### config.mk
export PLATFORM = sky130hd
export DESIGN_NAME = icmp_echo_reply_builder_flat
export DESIGN_NICKNAME = d
export VERILOG_FILES = /design/src/icmp_pkg.sv /design/src/icmp_stream_if.sv /design/src/icmp_echo_reply_builder.sv /design/src/flat_wrapper.sv
export SDC_FILE = /design/constraint.sdc
export NUM_CORES = 2
export LEC_CHECK = 0
export BUFFER_PORTS_ARGS = -buffer_cell sky130_fd_sc_hd__clkbuf_2
export CORE_AREA = 2 2 629 881
export DETAILED_ROUTE_END_ITERATION = 12
export DIE_AREA = 0 0 631 883
export PLACE_DENSITY = 0.51
export SLEW_MARGIN = 25
export SYNTH_ARGS = -nofsm -noshare
export SYNTH_HDL_FRONTEND = slang
export SYNTH_SLANG_ARGS = --single-unit
### constraint.sdc
create_clock -name clock -period 20.7 [get_ports clock]
set_clock_uncertainty 0.05 [all_clocks]
set_input_delay 4.14 -clock clock [delete_from_list [all_inputs] [get_ports clock]]
set_output_delay 4.14 -clock clock [all_outputs]
set_load 0.005 [all_outputs]
### src/icmp_pkg.sv
`timescale 1ns / 1ps
// ----------------------------------------------------------------------------
// ICMP echo responder package
// Shared types and constants for the echo reply builder.
// ----------------------------------------------------------------------------
package icmp_pkg;
   localparam int DATA_W  = 64;
   localparam int BYTES_W = 4;
   localparam int MAC_W   = 48;

   localparam logic [7:0] IP_VER_IHL = 8'h45;
   localparam logic [7:0] IP_TTL     = 8'd64;
   localparam logic [7:0] IP_PROTO   = 8'd1;
   localparam logic [7:0] ICMP_REQ   = 8'd8;
   localparam logic [7:0] ETYPE_HI   = 8'h08;
   localparam logic [15:0] SUM_MASK  = 16'hffff;

   typedef struct packed {
      logic [DATA_W-1:0]  data;
      logic [BYTES_W-1:0] bytes;
      logic               last;
   } word_type;
endpackage

### src/icmp_stream_if.sv
`timescale 1ns / 1ps
// ----------------------------------------------------------------------------
// Frame word stream interface
// Valid/ready channel carrying one frame word.
// ----------------------------------------------------------------------------
interface icmp_stream_if
   import icmp_pkg::*;
   ();
   logic               valid;
   logic               ready;
   logic [DATA_W-1:0]  data;
   logic [BYTES_W-1:0] bytes;
   logic               last;
   modport source (output valid, data, bytes, last, input ready);
   modport sink (input valid, data, bytes, last, output ready);
endinterface

interface icmp_csr_if
   import icmp_pkg::*;
   ();
   logic             valid;
   logic             ready;
   logic [MAC_W-1:0] data;
   modport source (output valid, data, input ready);
   modport sink (input valid, data, output ready);
endinterface

### src/icmp_echo_reply_builder.sv
`timescale 1ns / 1ps
// ----------------------------------------------------------------------------
// ICMP echo reply builder
// Stores a received frame, checks for an echo request, emits an echo reply.
// ----------------------------------------------------------------------------
// Receive: each word goes through accept, one write per byte and a wrap-up;
// the last word adds a check step. req is ready only in the idle state.
// Reply: IP header sum, then ICMP sum through a shared 17-bit adder, then
// the reply is assembled byte by byte and sent per word (held under rsp stalls).
// Synchronous reset clears control state and own_mac; the store is not cleared.
module icmp_echo_reply_builder
   import icmp_pkg::*;
   #(parameter int MAX_FRAME = 512)
   (
   input  logic clock,
   input  logic reset,
   icmp_stream_if.sink   req,
   icmp_stream_if.source rsp,
   icmp_csr_if.sink      csr
   );

   localparam int AW = $clog2(MAX_FRAME);
   localparam int CW = $clog2(MAX_FRAME + 1);

   typedef enum logic [3:0] {
      S_IDLE, S_WR, S_CHK, S_HDR, S_IRD, S_ISUM, S_OUT, S_OWAIT, S_OSEND
   } state_type;

   state_type state_ff;
   logic [7:0]  mem [MAX_FRAME];
   logic [7:0]  rd_ff;
   logic [AW-1:0] raddr;
   logic        rd_en;
   logic [MAC_W-1:0] mac_ff;
   logic [DATA_W-1:0] wdata_ff;
   logic [3:0]  wcnt_ff, widx_ff;
   logic        wlast_ff;
   logic [CW-1:0] cnt_ff;
   logic        ovf_ff;
   logic [15:0] tl_ff;
   logic [7:0]  proto_ff, type_ff;
   logic [CW:0] pos_ff;
   logic [16:0] sum_ff;
   logic [15:0] ipck_ff, icck_ff;
   logic [47:0] dmac_ff;
   logic [31:0] sip_ff, dip_ff;
   logic [DATA_W-1:0] wbuf_ff;
   logic [3:0]  wb_ff;
   logic [DATA_W-1:0] obuf_ff;
   logic [3:0]  ob_ff;
   logic        ovalid_ff, olast_ff;
   logic [CW:0] len;
   logic [7:0]  hb;
   logic [16:0] add;

   assign req.ready = (state_ff == S_IDLE);
   assign csr.ready = 1'b1;
   assign rsp.valid = ovalid_ff;
   assign rsp.data  = obuf_ff;
   assign rsp.bytes = ob_ff;
   assign rsp.last  = olast_ff;
   assign len = (CW+1)'(tl_ff) + (CW+1)'(14);

   // reply header byte at pos (before checksums where noted)
   function automatic logic [7:0] hdr_byte(input logic [CW:0] p);
      logic [7:0] b;
      b = 8'd0;
      if (p < 6) b = dmac_ff[47 - 8*p[2:0] -: 8];
      else if (p < 12) b = mac_ff[47 - 8*(p[3:0]-6) -: 8];
      else if (p == 12) b = ETYPE_HI;
      else if (p == 14) b = IP_VER_IHL;
      else if (p == 16) b = tl_ff[15:8];
      else if (p == 17) b = tl_ff[7:0];
      else if (p == 22) b = IP_TTL;
      else if (p == 23) b = IP_PROTO;
      else if (p == 24) b = ipck_ff[15:8];
      else if (p == 25) b = ipck_ff[7:0];
      else if (p >= 26 && p < 30) b = dip_ff[31 - 8*(p[4:0]-26) -: 8];
      else if (p >= 30 && p < 34) b = sip_ff[31 - 8*(p[5:0]-30) -: 8];
      else if (p == 36) b = icck_ff[15:8];
      else if (p == 37) b = icck_ff[7:0];
      return b;
   endfunction

   always_comb hb = hdr_byte(pos_ff);
   // shared one's complement adder; odd positions are low bytes
   always_comb begin
      logic [7:0] v;
      v = (state_ff == S_HDR) ? hb : rd_ff;
      if (state_ff == S_ISUM && pos_ff <= 37 && pos_ff != 35) v = 8'd0;
      add = {1'b0, sum_ff[15:0]} + {16'd0, sum_ff[16]} +
            (pos_ff[0] ? {9'd0, v} : {1'b0, v, 8'd0});
   end

   always_comb begin
      rd_en = 1'b1;
      raddr = AW'(pos_ff);
   end

   always_ff @(posedge clock) begin
      if (state_ff == S_WR && !ovf_ff && widx_ff != wcnt_ff)
         mem[AW'(cnt_ff)] <= wdata_ff[8*widx_ff[2:0] +: 8];
      if (rd_en) rd_ff <= mem[raddr];
   end

   always_ff @(posedge clock) begin
      if (reset) begin
         state_ff <= S_IDLE; mac_ff <= '0; cnt_ff <= '0; ovf_ff <= 1'b0;
         ovalid_ff <= 1'b0;
      end else begin
         if (csr.valid) mac_ff <= csr.data;
         case (state_ff)
            S_IDLE: if (req.valid) begin
               wdata_ff <= req.data;
               wcnt_ff  <= (req.bytes > 4'd8) ? 4'd8 : req.bytes;
               wlast_ff <= req.last;
               widx_ff  <= '0;
               if (!ovf_ff && (CW+1)'(cnt_ff) + (CW+1)'((req.bytes > 4'd8) ? 4'd8 : req.bytes)
                   > (CW+1)'(MAX_FRAME)) ovf_ff <= 1'b1;
               state_ff <= S_WR;
            end
            S_WR: begin
               if (ovf_ff || widx_ff == wcnt_ff) begin
                  if (wlast_ff) begin
                     pos_ff <= (CW+1)'(6); state_ff <= S_CHK; sum_ff <= '0;
                  end else state_ff <= S_IDLE;
               end else begin
                  // capture header fields as they pass
                  case (cnt_ff)
                     CW'(16): tl_ff[15:8] <= wdata_ff[8*widx_ff[2:0] +: 8];
                     CW'(17): tl_ff[7:0] <= wdata_ff[8*widx_ff[2:0] +: 8];
                     CW'(23): proto_ff <= wdata_ff[8*widx_ff[2:0] +: 8];
                     CW'(34): type_ff <= wdata_ff[8*widx_ff[2:0] +: 8];
                     default: ;
                  endcase
                  if (cnt_ff >= CW'(6) && cnt_ff < CW'(12))
                     dmac_ff <= {dmac_ff[39:0], wdata_ff[8*widx_ff[2:0] +: 8]};
                  if (cnt_ff >= CW'(26) && cnt_ff < CW'(30))
                     sip_ff <= {sip_ff[23:0], wdata_ff[8*widx_ff[2:0] +: 8]};
                  if (cnt_ff >= CW'(30) && cnt_ff < CW'(34))
                     dip_ff <= {dip_ff[23:0], wdata_ff[8*widx_ff[2:0] +: 8]};
                  cnt_ff <= cnt_ff + 1'b1;
                  widx_ff <= widx_ff + 1'b1;
               end
            end
            S_CHK: begin
               if (!ovf_ff && cnt_ff >= CW'(42) && tl_ff >= 16'd28 &&
                   (17'(tl_ff) + 17'd14) <= 17'(cnt_ff) &&
                   proto_ff == IP_PROTO && type_ff == ICMP_REQ) begin
                  ipck_ff <= '0; icck_ff <= '0;
                  pos_ff <= (CW+1)'(14); state_ff <= S_HDR;
               end else state_ff <= S_IDLE;
               cnt_ff <= '0; ovf_ff <= 1'b0;
            end
            S_HDR: begin
               if (pos_ff == (CW+1)'(33)) begin
                  pos_ff <= (CW+1)'(34); state_ff <= S_IRD; sum_ff <= '0;
                  ipck_ff <= ~(add[15:0] + {15'd0, add[16]}) & SUM_MASK;
               end else begin
                  sum_ff <= add;
                  pos_ff <= pos_ff + 1'b1;
               end
            end
            S_IRD: state_ff <= S_ISUM;   // read latency
            S_ISUM: begin
               sum_ff <= add;
               if (pos_ff + 1'b1 == len) begin
                  icck_ff <= ~(add[15:0] + {15'd0, add[16]}) & SUM_MASK;
                  pos_ff <= '0; wb_ff <= '0; wbuf_ff <= '0; state_ff <= S_OUT;
               end else begin
                  pos_ff <= pos_ff + 1'b1; state_ff <= S_IRD;
               end
            end
            S_OUT: state_ff <= S_OWAIT;  // read latency
            S_OWAIT: begin
               wbuf_ff[8*wb_ff[2:0] +: 8] <=
                  (pos_ff < 38 && !(pos_ff == 35)) ? hb : rd_ff;
               if (wb_ff == 4'd7 || pos_ff + 1'b1 == len) begin
                  state_ff <= S_OSEND;
               end else begin
                  wb_ff <= wb_ff + 1'b1; pos_ff <= pos_ff + 1'b1; state_ff <= S_OUT;
               end
            end
            S_OSEND: if (!ovalid_ff || rsp.ready) begin
               // word handed to the output register
               wbuf_ff <= '0; wb_ff <= '0;
               if (pos_ff + 1'b1 == len) begin
                  state_ff <= S_IDLE;
               end else begin
                  pos_ff <= pos_ff + 1'b1; state_ff <= S_OUT;
               end
            end
            default: state_ff <= S_IDLE;
         endcase
         if (state_ff == S_OSEND && (!ovalid_ff || rsp.ready)) begin
            ovalid_ff <= 1'b1;
            obuf_ff   <= wbuf_ff;
            ob_ff     <= wb_ff + 1'b1;
            olast_ff  <= (pos_ff + 1'b1 == len);
         end else if (rsp.ready) begin
            ovalid_ff <= 1'b0;
         end
      end
   end

   assert property (@(posedge clock) disable iff (reset)
      rsp.valid && !rsp.last |-> rsp.bytes == 4'd8)
      else $error("short non-final reply word");
   assert property (@(posedge clock) disable iff (reset)
      rsp.valid && !rsp.ready |=> rsp.valid && $stable(rsp.data) &&
         $stable(rsp.bytes) && $stable(rsp.last))
      else $error("reply word changed while stalled");
   assert property (@(posedge clock) disable iff (reset)
      state_ff == S_CHK |=> cnt_ff == '0)
      else $error("count not cleared at frame end");
endmodule

### src/flat_wrapper.sv
// flat-port wrapper written by rule: the top's interface ports become plain ports
module icmp_echo_reply_builder_flat import icmp_pkg::*;
#(parameter int MAX_FRAME = 512)
  (clock, reset, req_valid, req_data, req_bytes, req_last, req_ready, rsp_valid, rsp_data, rsp_bytes, rsp_last, rsp_ready, csr_valid, csr_data, csr_ready);
  icmp_stream_if req_i ();
  icmp_stream_if rsp_i ();
  icmp_csr_if csr_i ();
  input  logic clock;
  input  logic reset;
  input wire logic [$bits(req_i.valid)-1:0] req_valid;
  input wire logic [$bits(req_i.data)-1:0] req_data;
  input wire logic [$bits(req_i.bytes)-1:0] req_bytes;
  input wire logic [$bits(req_i.last)-1:0] req_last;
  output wire logic [$bits(req_i.ready)-1:0] req_ready;
  output wire logic [$bits(rsp_i.valid)-1:0] rsp_valid;
  output wire logic [$bits(rsp_i.data)-1:0] rsp_data;
  output wire logic [$bits(rsp_i.bytes)-1:0] rsp_bytes;
  output wire logic [$bits(rsp_i.last)-1:0] rsp_last;
  input wire logic [$bits(rsp_i.ready)-1:0] rsp_ready;
  input wire logic [$bits(csr_i.valid)-1:0] csr_valid;
  input wire logic [$bits(csr_i.data)-1:0] csr_data;
  output wire logic [$bits(csr_i.ready)-1:0] csr_ready;
  assign req_i.valid = req_valid;
  assign req_i.data = req_data;
  assign req_i.bytes = req_bytes;
  assign req_i.last = req_last;
  assign req_ready = req_i.ready;
  assign rsp_valid = rsp_i.valid;
  assign rsp_data = rsp_i.data;
  assign rsp_bytes = rsp_i.bytes;
  assign rsp_last = rsp_i.last;
  assign rsp_i.ready = rsp_ready;
  assign csr_i.valid = csr_valid;
  assign csr_i.data = csr_data;
  assign csr_ready = csr_i.ready;
  icmp_echo_reply_builder #(.MAX_FRAME(MAX_FRAME)) u_core (.clock(clock), .reset(reset), .req(req_i), .rsp(rsp_i), .csr(csr_i));
endmodule
## Yosys cells after proc, flatten, opt, wreduce, memory -nomap -nowiden

Memory sizes are Yosys's and may differ from the RTL's. A register that Yosys moved wholly into a read port is not among the register bits.
Cells that the tools add are included.

- Bits of input ports: 122
- Memories kept: 1
- Word-level logic and storage cells: 234
- RAM bits: 4096
- Register bits after elaboration: 478

- Reductions and logical operators: 52
- $lt $le $gt $ge: 19
- Muxes and demuxes: 67
- Bitwise logic cells: 3
- Equal/unequal tests: 42
- $add $sub $neg: 18
- Shifts and indexed selects: 7

Memory list:

| name | words | width | rd ports | clocked after memory_dff | write ports | line | RTL |
|---|---|---|---|---|---|---|---|
| u_core.mem | 512 | 8 | 1 | 1 | 1 | icmp_echo_reply_builder.sv:30 | `logic [7:0] mem [MAX_FRAME];` |

Operators with widths:

| operator | number |
|---|---|
| $pmux 64 s3 | 1 |
| $mux 8 | 17 |
| $mux 64 | 2 |
| $shiftx 55x33->8 | 2 |
| $mux 11 | 8 |
| $shiftx 39x33->8 | 2 |
| $eq 11x5->1 const B | 6 |
| $pmux 11 s6 | 1 |
| $bwmux 64 | 1 |
| $mux 16 | 4 |
| $pmux 16 s2 | 2 |
| $shift 8x34->64 const A | 1 |
| $shiftx 64x7->8 | 1 |
| $shiftx 8x34->64 | 1 |
| $sub 5x32->32 const A | 2 |
| $reduce_and 4->1 | 13 |
| $mux 17 | 3 |
| $pmux 17 s3 | 1 |
| $eq 11x6->1 const B | 4 |
| $mux 4 | 11 |
| $pmux 4 s9 | 1 |
| $neg 6->34 | 1 |
| $sub 6x32->32 const A | 1 |
| $eq 10x5->1 const B | 3 |
| other kinds (64) | 119 |

## Logic depth before layout (Yosys ltp)

- Depth after elaboration: 23
- Gate-level depth with buffers: 36
- Depth with buffers taken out: 30

## Worst setup path after synthesis

Ideal clock, no wire load.

- Path type: input-to-reg
- Start: input port reset
- End: register u_core.dmac_ff[0] (enable)
- Arrival: 8149 ps
- Path slack: 11975 ps
- Required time: 20124 ps
- Stages: 2
- Setup time: 526 ps
- Path through: or3_1 -> a211oi_1

- Word-level cells in the longest chain between the ends: 2

Ends and longest elaborated chain:

| element | line | RTL |
|---|---|---|
| start, declared | flat_wrapper.sv:9 | `input logic reset;` |
| $not 1->1 (no line) | - |  |
| $reduce_and 4->1 (no line) | - |  |
| end signal, assigned | icmp_echo_reply_builder.sv:137 | `dmac_ff <= {dmac_ff[39:0], wdata_ff[8*widx_ff[2:0] +: 8]};` |
| end, declared | icmp_echo_reply_builder.sv:45 | `logic [47:0] dmac_ff;` |

Every way passes these cells.
A chain may end at the register's enable or synchronous reset.

## Final worst setup path

- Start: register u_core.pos_ff[2]
- End: register u_core.icck_ff[14] (data pin)

- Word-level cells in the longest chain between the ends: 23
- Elaborated cells between the ends (all ways): 55
- Those cells by class: add/sub: 9; order compare: 7; eq/ne: 11; shift: 4; mux: 19; bitwise: 1; reduce/logical: 4

Ends and longest elaborated chain:

| element | line | RTL |
|---|---|---|
| start, declared | icmp_echo_reply_builder.sv:42 | `logic [CW:0] pos_ff;` |
| start signal, assigned | icmp_echo_reply_builder.sv:161 | `pos_ff <= pos_ff + 1'b1;` |
| $sub 6x5->7 or $eq 11x6->1 (tied branches) | icmp_echo_reply_builder.sv:79, icmp_echo_reply_builder.sv:81 |  |
| $sub 5x32->32 or $mux 8 (tied branches) | icmp_echo_reply_builder.sv:79, icmp_echo_reply_builder.sv:81 |  |
| $shiftx 39x33->8 or $mux 8 (tied branches) | icmp_echo_reply_builder.sv:79, icmp_echo_reply_builder.sv:80 |  |
| $mux 8 | icmp_echo_reply_builder.sv:79 | `else if (p >= 30 && p < 34) b = sip_ff[31 - 8*(p[5:0]-30) -: 8];` |
| $mux 8 | icmp_echo_reply_builder.sv:78 | `else if (p >= 26 && p < 30) b = dip_ff[31 - 8*(p[4:0]-26) -: 8];` |
| $mux 8 | icmp_echo_reply_builder.sv:77 | `else if (p == 25) b = ipck_ff[7:0];` |
| $mux 8 | icmp_echo_reply_builder.sv:76 | `else if (p == 24) b = ipck_ff[15:8];` |
| $mux 8 | icmp_echo_reply_builder.sv:75 | `else if (p == 23) b = IP_PROTO;` |
| [... 7 more ...] | - |  |
| $mux 8 | icmp_echo_reply_builder.sv:89 | `v = (state_ff == S_HDR) ? hb : rd_ff;` |
| $mux 8 * | icmp_echo_reply_builder.sv:90 | `if (state_ff == S_ISUM && pos_ff <= 37 && pos_ff != 35) v = 8'd0;` |
| $mux 16 * | icmp_echo_reply_builder.sv:92 | `(pos_ff[0] ? {9'd0, v} : {1'b0, v, 8'd0});` |
| $add 17x17->17 * | icmp_echo_reply_builder.sv:91 | `add = {1'b0, sum_ff[15:0]} + {16'd0, sum_ff[16]} +` |
| $add 16x1->16 * | icmp_echo_reply_builder.sv:168 | `icck_ff <= ~(add[15:0] + {15'd0, add[16]}) & SUM_MASK;` |
| $not 16->16 * | icmp_echo_reply_builder.sv:168 |  |
| $mux 16 * | icmp_echo_reply_builder.sv:167 | `if (pos_ff + 1'b1 == len) begin` |
| $pmux 16 s2 * | icmp_echo_reply_builder.sv:112 | `case (state_ff)` |
| end signal, assigned | icmp_echo_reply_builder.sv:168 |  |
| end, declared | icmp_echo_reply_builder.sv:44 | `logic [15:0] ipck_ff, icck_ff;` |

Every way passes the cells marked *; elsewhere a longest branch is shown, timed or not. The select of a mux whose other input is x is not followed.

==> flow_summary.toml <==
[global_routing]
grt-busiest-layer = "met2"
grt_pass1_vias = 94100
grt.met3_usage = 0.0247
grtUsageMet2 = 0.340
antenna_found_initial = 27
grt_overflow = 0
use_met1 = 0.228
grt_pass1_wl_mm = 748
grt_max_degree = 180
grt_usage = 0.189

[clock_network]
cts_sinks = 4582
clock_latency_ns = 1.03
ctsResizeCount = 0
root_buffer = "clkbuf_16"
cts_hold_buf = 0
cts-buffers-inserted = 426
cts_buffer_depth = 4
cts_tree = "done"
cts_setup_buffers = 0
htreeDepth = 5
clk_pin_slew_ns = 0.07

[synthesis]
mappedNetlistArea_sq_um = 181000
avgSynthCellArea_sq_um = 20.2
ys_seq_area_frac = 0.758
ys_seq_elements = 4582
syn-num-nets = 9120
yosys_warnings = 0
synthArstFlopShare = 0
synth_edf_count = 4510
syn_inst = 8944
synthDistinctLibCells = 86
synth_flop_cell = "edfxtp_1"

[sta]
hold_viol = 0
max_freq_ghz = 0.0969
slew_headroom = 0.261
tightest_slew_ns = 1.11
setup_violations = 0
rsz0062_at_grt = "no"
holdWs_ns = 0.393
finalCritPeriodShare = 0.499
fin_crit_ns = 10.32
setup_tns_ns = 0
drv_slew = 0

[die]
start_util = 0.329
fp.dieW_microns = 631
rows = 322
dieHeight_microns = 883
core-area_sq_um = 549000
pin_count = 194
die-area_sq_um = 557000

[final_layout]
finalNetCount = 9426
multi_input_area_sq_um = 41900
stdcell_area_sq_um = 205000
fin_util = 0.373
n_fill_cell = 50000
register_area_sq_um = 137000
area_delta_synth_final_pct = 13.4
post_route_cells_drive_above_1_share = 0.242

[detailed_routing]
drt-total-wl_mm = 536
drt-wirelength-per-cell_microns = 31.7
via_count = 90500
remaining_drc_errors = 0
drtIter0Drc = 9207
via_per_inst = 5.35
first_pass_iters = 5
postRouteAntennaNets = 0

[power_and_ir_drop]
ir_worst_vdd_mv = 0.0722
p_per_area_nw_per_um2 = 95.1
p_leak_uw = 0.0641

[setup_path]
worst_ep_required_time_ns = 21.49
slowest_delay_ns = 0.93
worst_ep_arrival_time_ns = 11.11
cpMostUsedCell = "a21oi_1"
cp-start-kind = "flip-flop"
critical-path-top-delay-family = "simple AND/OR/NAND/NOR gates"
crit_fanout = 69
cp_slowest_cell = "ha_1"
criticalPathCategory = "reg2reg"
timing.critical_path.buf_inv = 3
worstSetupEndpointType = "flip-flop"

[hold_path]
hold_path_class = "reg2reg"

[placed_design]
port_buffers = 192
dp_hpwl_mm = 341
postPlaceCellArea_sq_um = 191000
gp_congestion = 0.896

[outcome]
status = "finished, final reports clean"

[job]
max-cap-violations = 0
==> state kept, by name, summed over array words and instances, names as in the netlist, 11 cells and up <==
signal	flops
u_core.wbuf_ff	64
u_core.sip_ff	32
u_core.ipck_ff	16
u_core.rsp.data	64
u_core.icck_ff	16
u_core.mac_ff	48
u_core.wdata_ff	64
u_core.dip_ff	32
u_core.mem	4096
u_core.dmac_ff	48
u_core.pos_ff	11
u_core.sum_ff	17
u_core.tl_ff	16
==> logic make-up (layout without fill, tap and decap cells) <==
family	Yosys count	in the layout	share of synthesized area
compound gates	829	829	0.0321
xor+xnor	71	71	0.00379
fa+ha+maj	54	54	0.00387
buf+inv	596	1258	0.0137
flops	4582	4582	0.758
mux	1419	1419	0.155
other cells	1	13	0.0000208
simple gates	1392	1392	0.0335
==> worst reg2reg max path: cells and delay by family (launching register included) <==
family / cells / cell delay [ns]
buffers and inverters: 3 / 1.48
and+or+nand+nor: 11 / 3.22
adders and majority gates: 5 / 2.52
AOI/OAI and AO/OA: 11 / 2.52
DFF: 1 / 0.37
==> per-layer routing <==
metal / part of all wire / vias up
li1: - / 37500
met1: 0.38 / 49400
met2: 0.52 / 2886
met3: 0.049 / 782
met4: 0.046 / 8
met5: 0.00010 / -
==> per-stage QoR <==
stage               total power, uW  setup WS (ns)  cells
floorplan                     11300          11.97   8944
global placement              11700          10.54  16100
detailed placement            11800          10.60  16100
CTS                           19600          10.51  16900
global route                  20000           9.72  16900
finish                        19500          10.38  16900
==> area by class of cell <==
cell class | count | area share
Multi-Input combinational cell | 3766 | 0.204
Inverter | 57 | 0.00108
Sequential cell | 4582 | 0.668
Clock buffer | 532 | 0.0552
Antenna cell | 12 | 0.000147
Timing Repair Buffer | 417 | 0.0141
Clock inverter | 252 | 0.0121
Tap cell | 7290 | 0.0445
==> final timing paths <==
check	start	to	slack, ns	cells past startpoint
worst min-delay path	u_core.dip_ff[16]	u_core.dip_ff[24]	0.39	0
worst min register to register	u_core.dip_ff[16]	u_core.dip_ff[24]	0.39	0
worst max-delay path	u_core.pos_ff[2]	u_core.icck_ff[14]	10.38	30
worst max register to register	u_core.pos_ff[2]	u_core.icck_ff[14]	10.38	30
==> cells in the mapped netlist (7+ instances only) <==
master / number / share of area
nor2_1: 760 / 0.016
and3_1: 18 / 0.00062
a2111oi_0: 29 / 0.0014
o221ai_1: 68 / 0.0033
nand4_1: 27 / 0.00094
or3_1: 7 / 0.00024
a21o_1: 10 / 0.00042
a31oi_1: 55 / 0.0019
and2_1: 24 / 0.00083
or4_1: 14 / 0.00058
nand2b_1: 23 / 0.00080
clkbuf_1: 296 / 0.0062
buf_1: 92 / 0.0019
ha_1: 51 / 0.0035
buf_2: 136 / 0.0038
nor4_1: 23 / 0.00080
dfxtp_1: 72 / 0.0080
o21ai_0: 122 / 0.0034
mux2i_1: 247 / 0.014
edfxtp_1: 4510 / 0.75
xor2_1: 16 / 0.00078
o21a_1: 22 / 0.00091
o211ai_1: 22 / 0.00091
a211oi_1: 39 / 0.0016
a21oi_1: 170 / 0.0047
nor3_1: 50 / 0.0014
nor3b_1: 8 / 0.00033
nand2_1: 276 / 0.0057
o31ai_1: 14 / 0.00058
xnor2_1: 50 / 0.0024
buf_4: 14 / 0.00058
nand3_1: 75 / 0.0021
a22o_1: 66 / 0.0032
o22ai_1: 15 / 0.00052
a22oi_1: 63 / 0.0026
a221oi_1: 68 / 0.0033
nor2b_1: 50 / 0.0017
or2_2: 14 / 0.00049
mux4_2: 1091 / 0.14
mux2_2: 81 / 0.0051
inv_1: 54 / 0.0011
o311ai_0: 7 / 0.00034
==> report_power, final <==
part	switching, uW	internal (uW)
registers	21.3	10500
clock network	3520	4390
logic	810	231
total	4350	15100
==> cells in the final DEF (no fill, tap or decap), types with 36 or more instances in the layout <==
cell       count
nor2_1       717
clkbuf_2     192
xnor2_1       50
clkinv_2      81
ha_1          51
dfxtp_1       72
nor2b_1       45
buf_4        200
bufinv_16     41
clkinv_1      91
a22oi_1       63
clkbuf_1      88
o221ai_1      68
mux4_2      1091
mux2_2        73
nand2_1      267
mux2i_1      246
edfxtp_1    4510
a221oi_1      66
nor3_1        42
a31oi_1       54
a211oi_1      36
nand3_1       67
clkbuf_16    432
o21ai_0      122
inv_1         53
a21oi_1      170
a22o_1        66
Note: power is estimated with default switching activity, not from simulation.
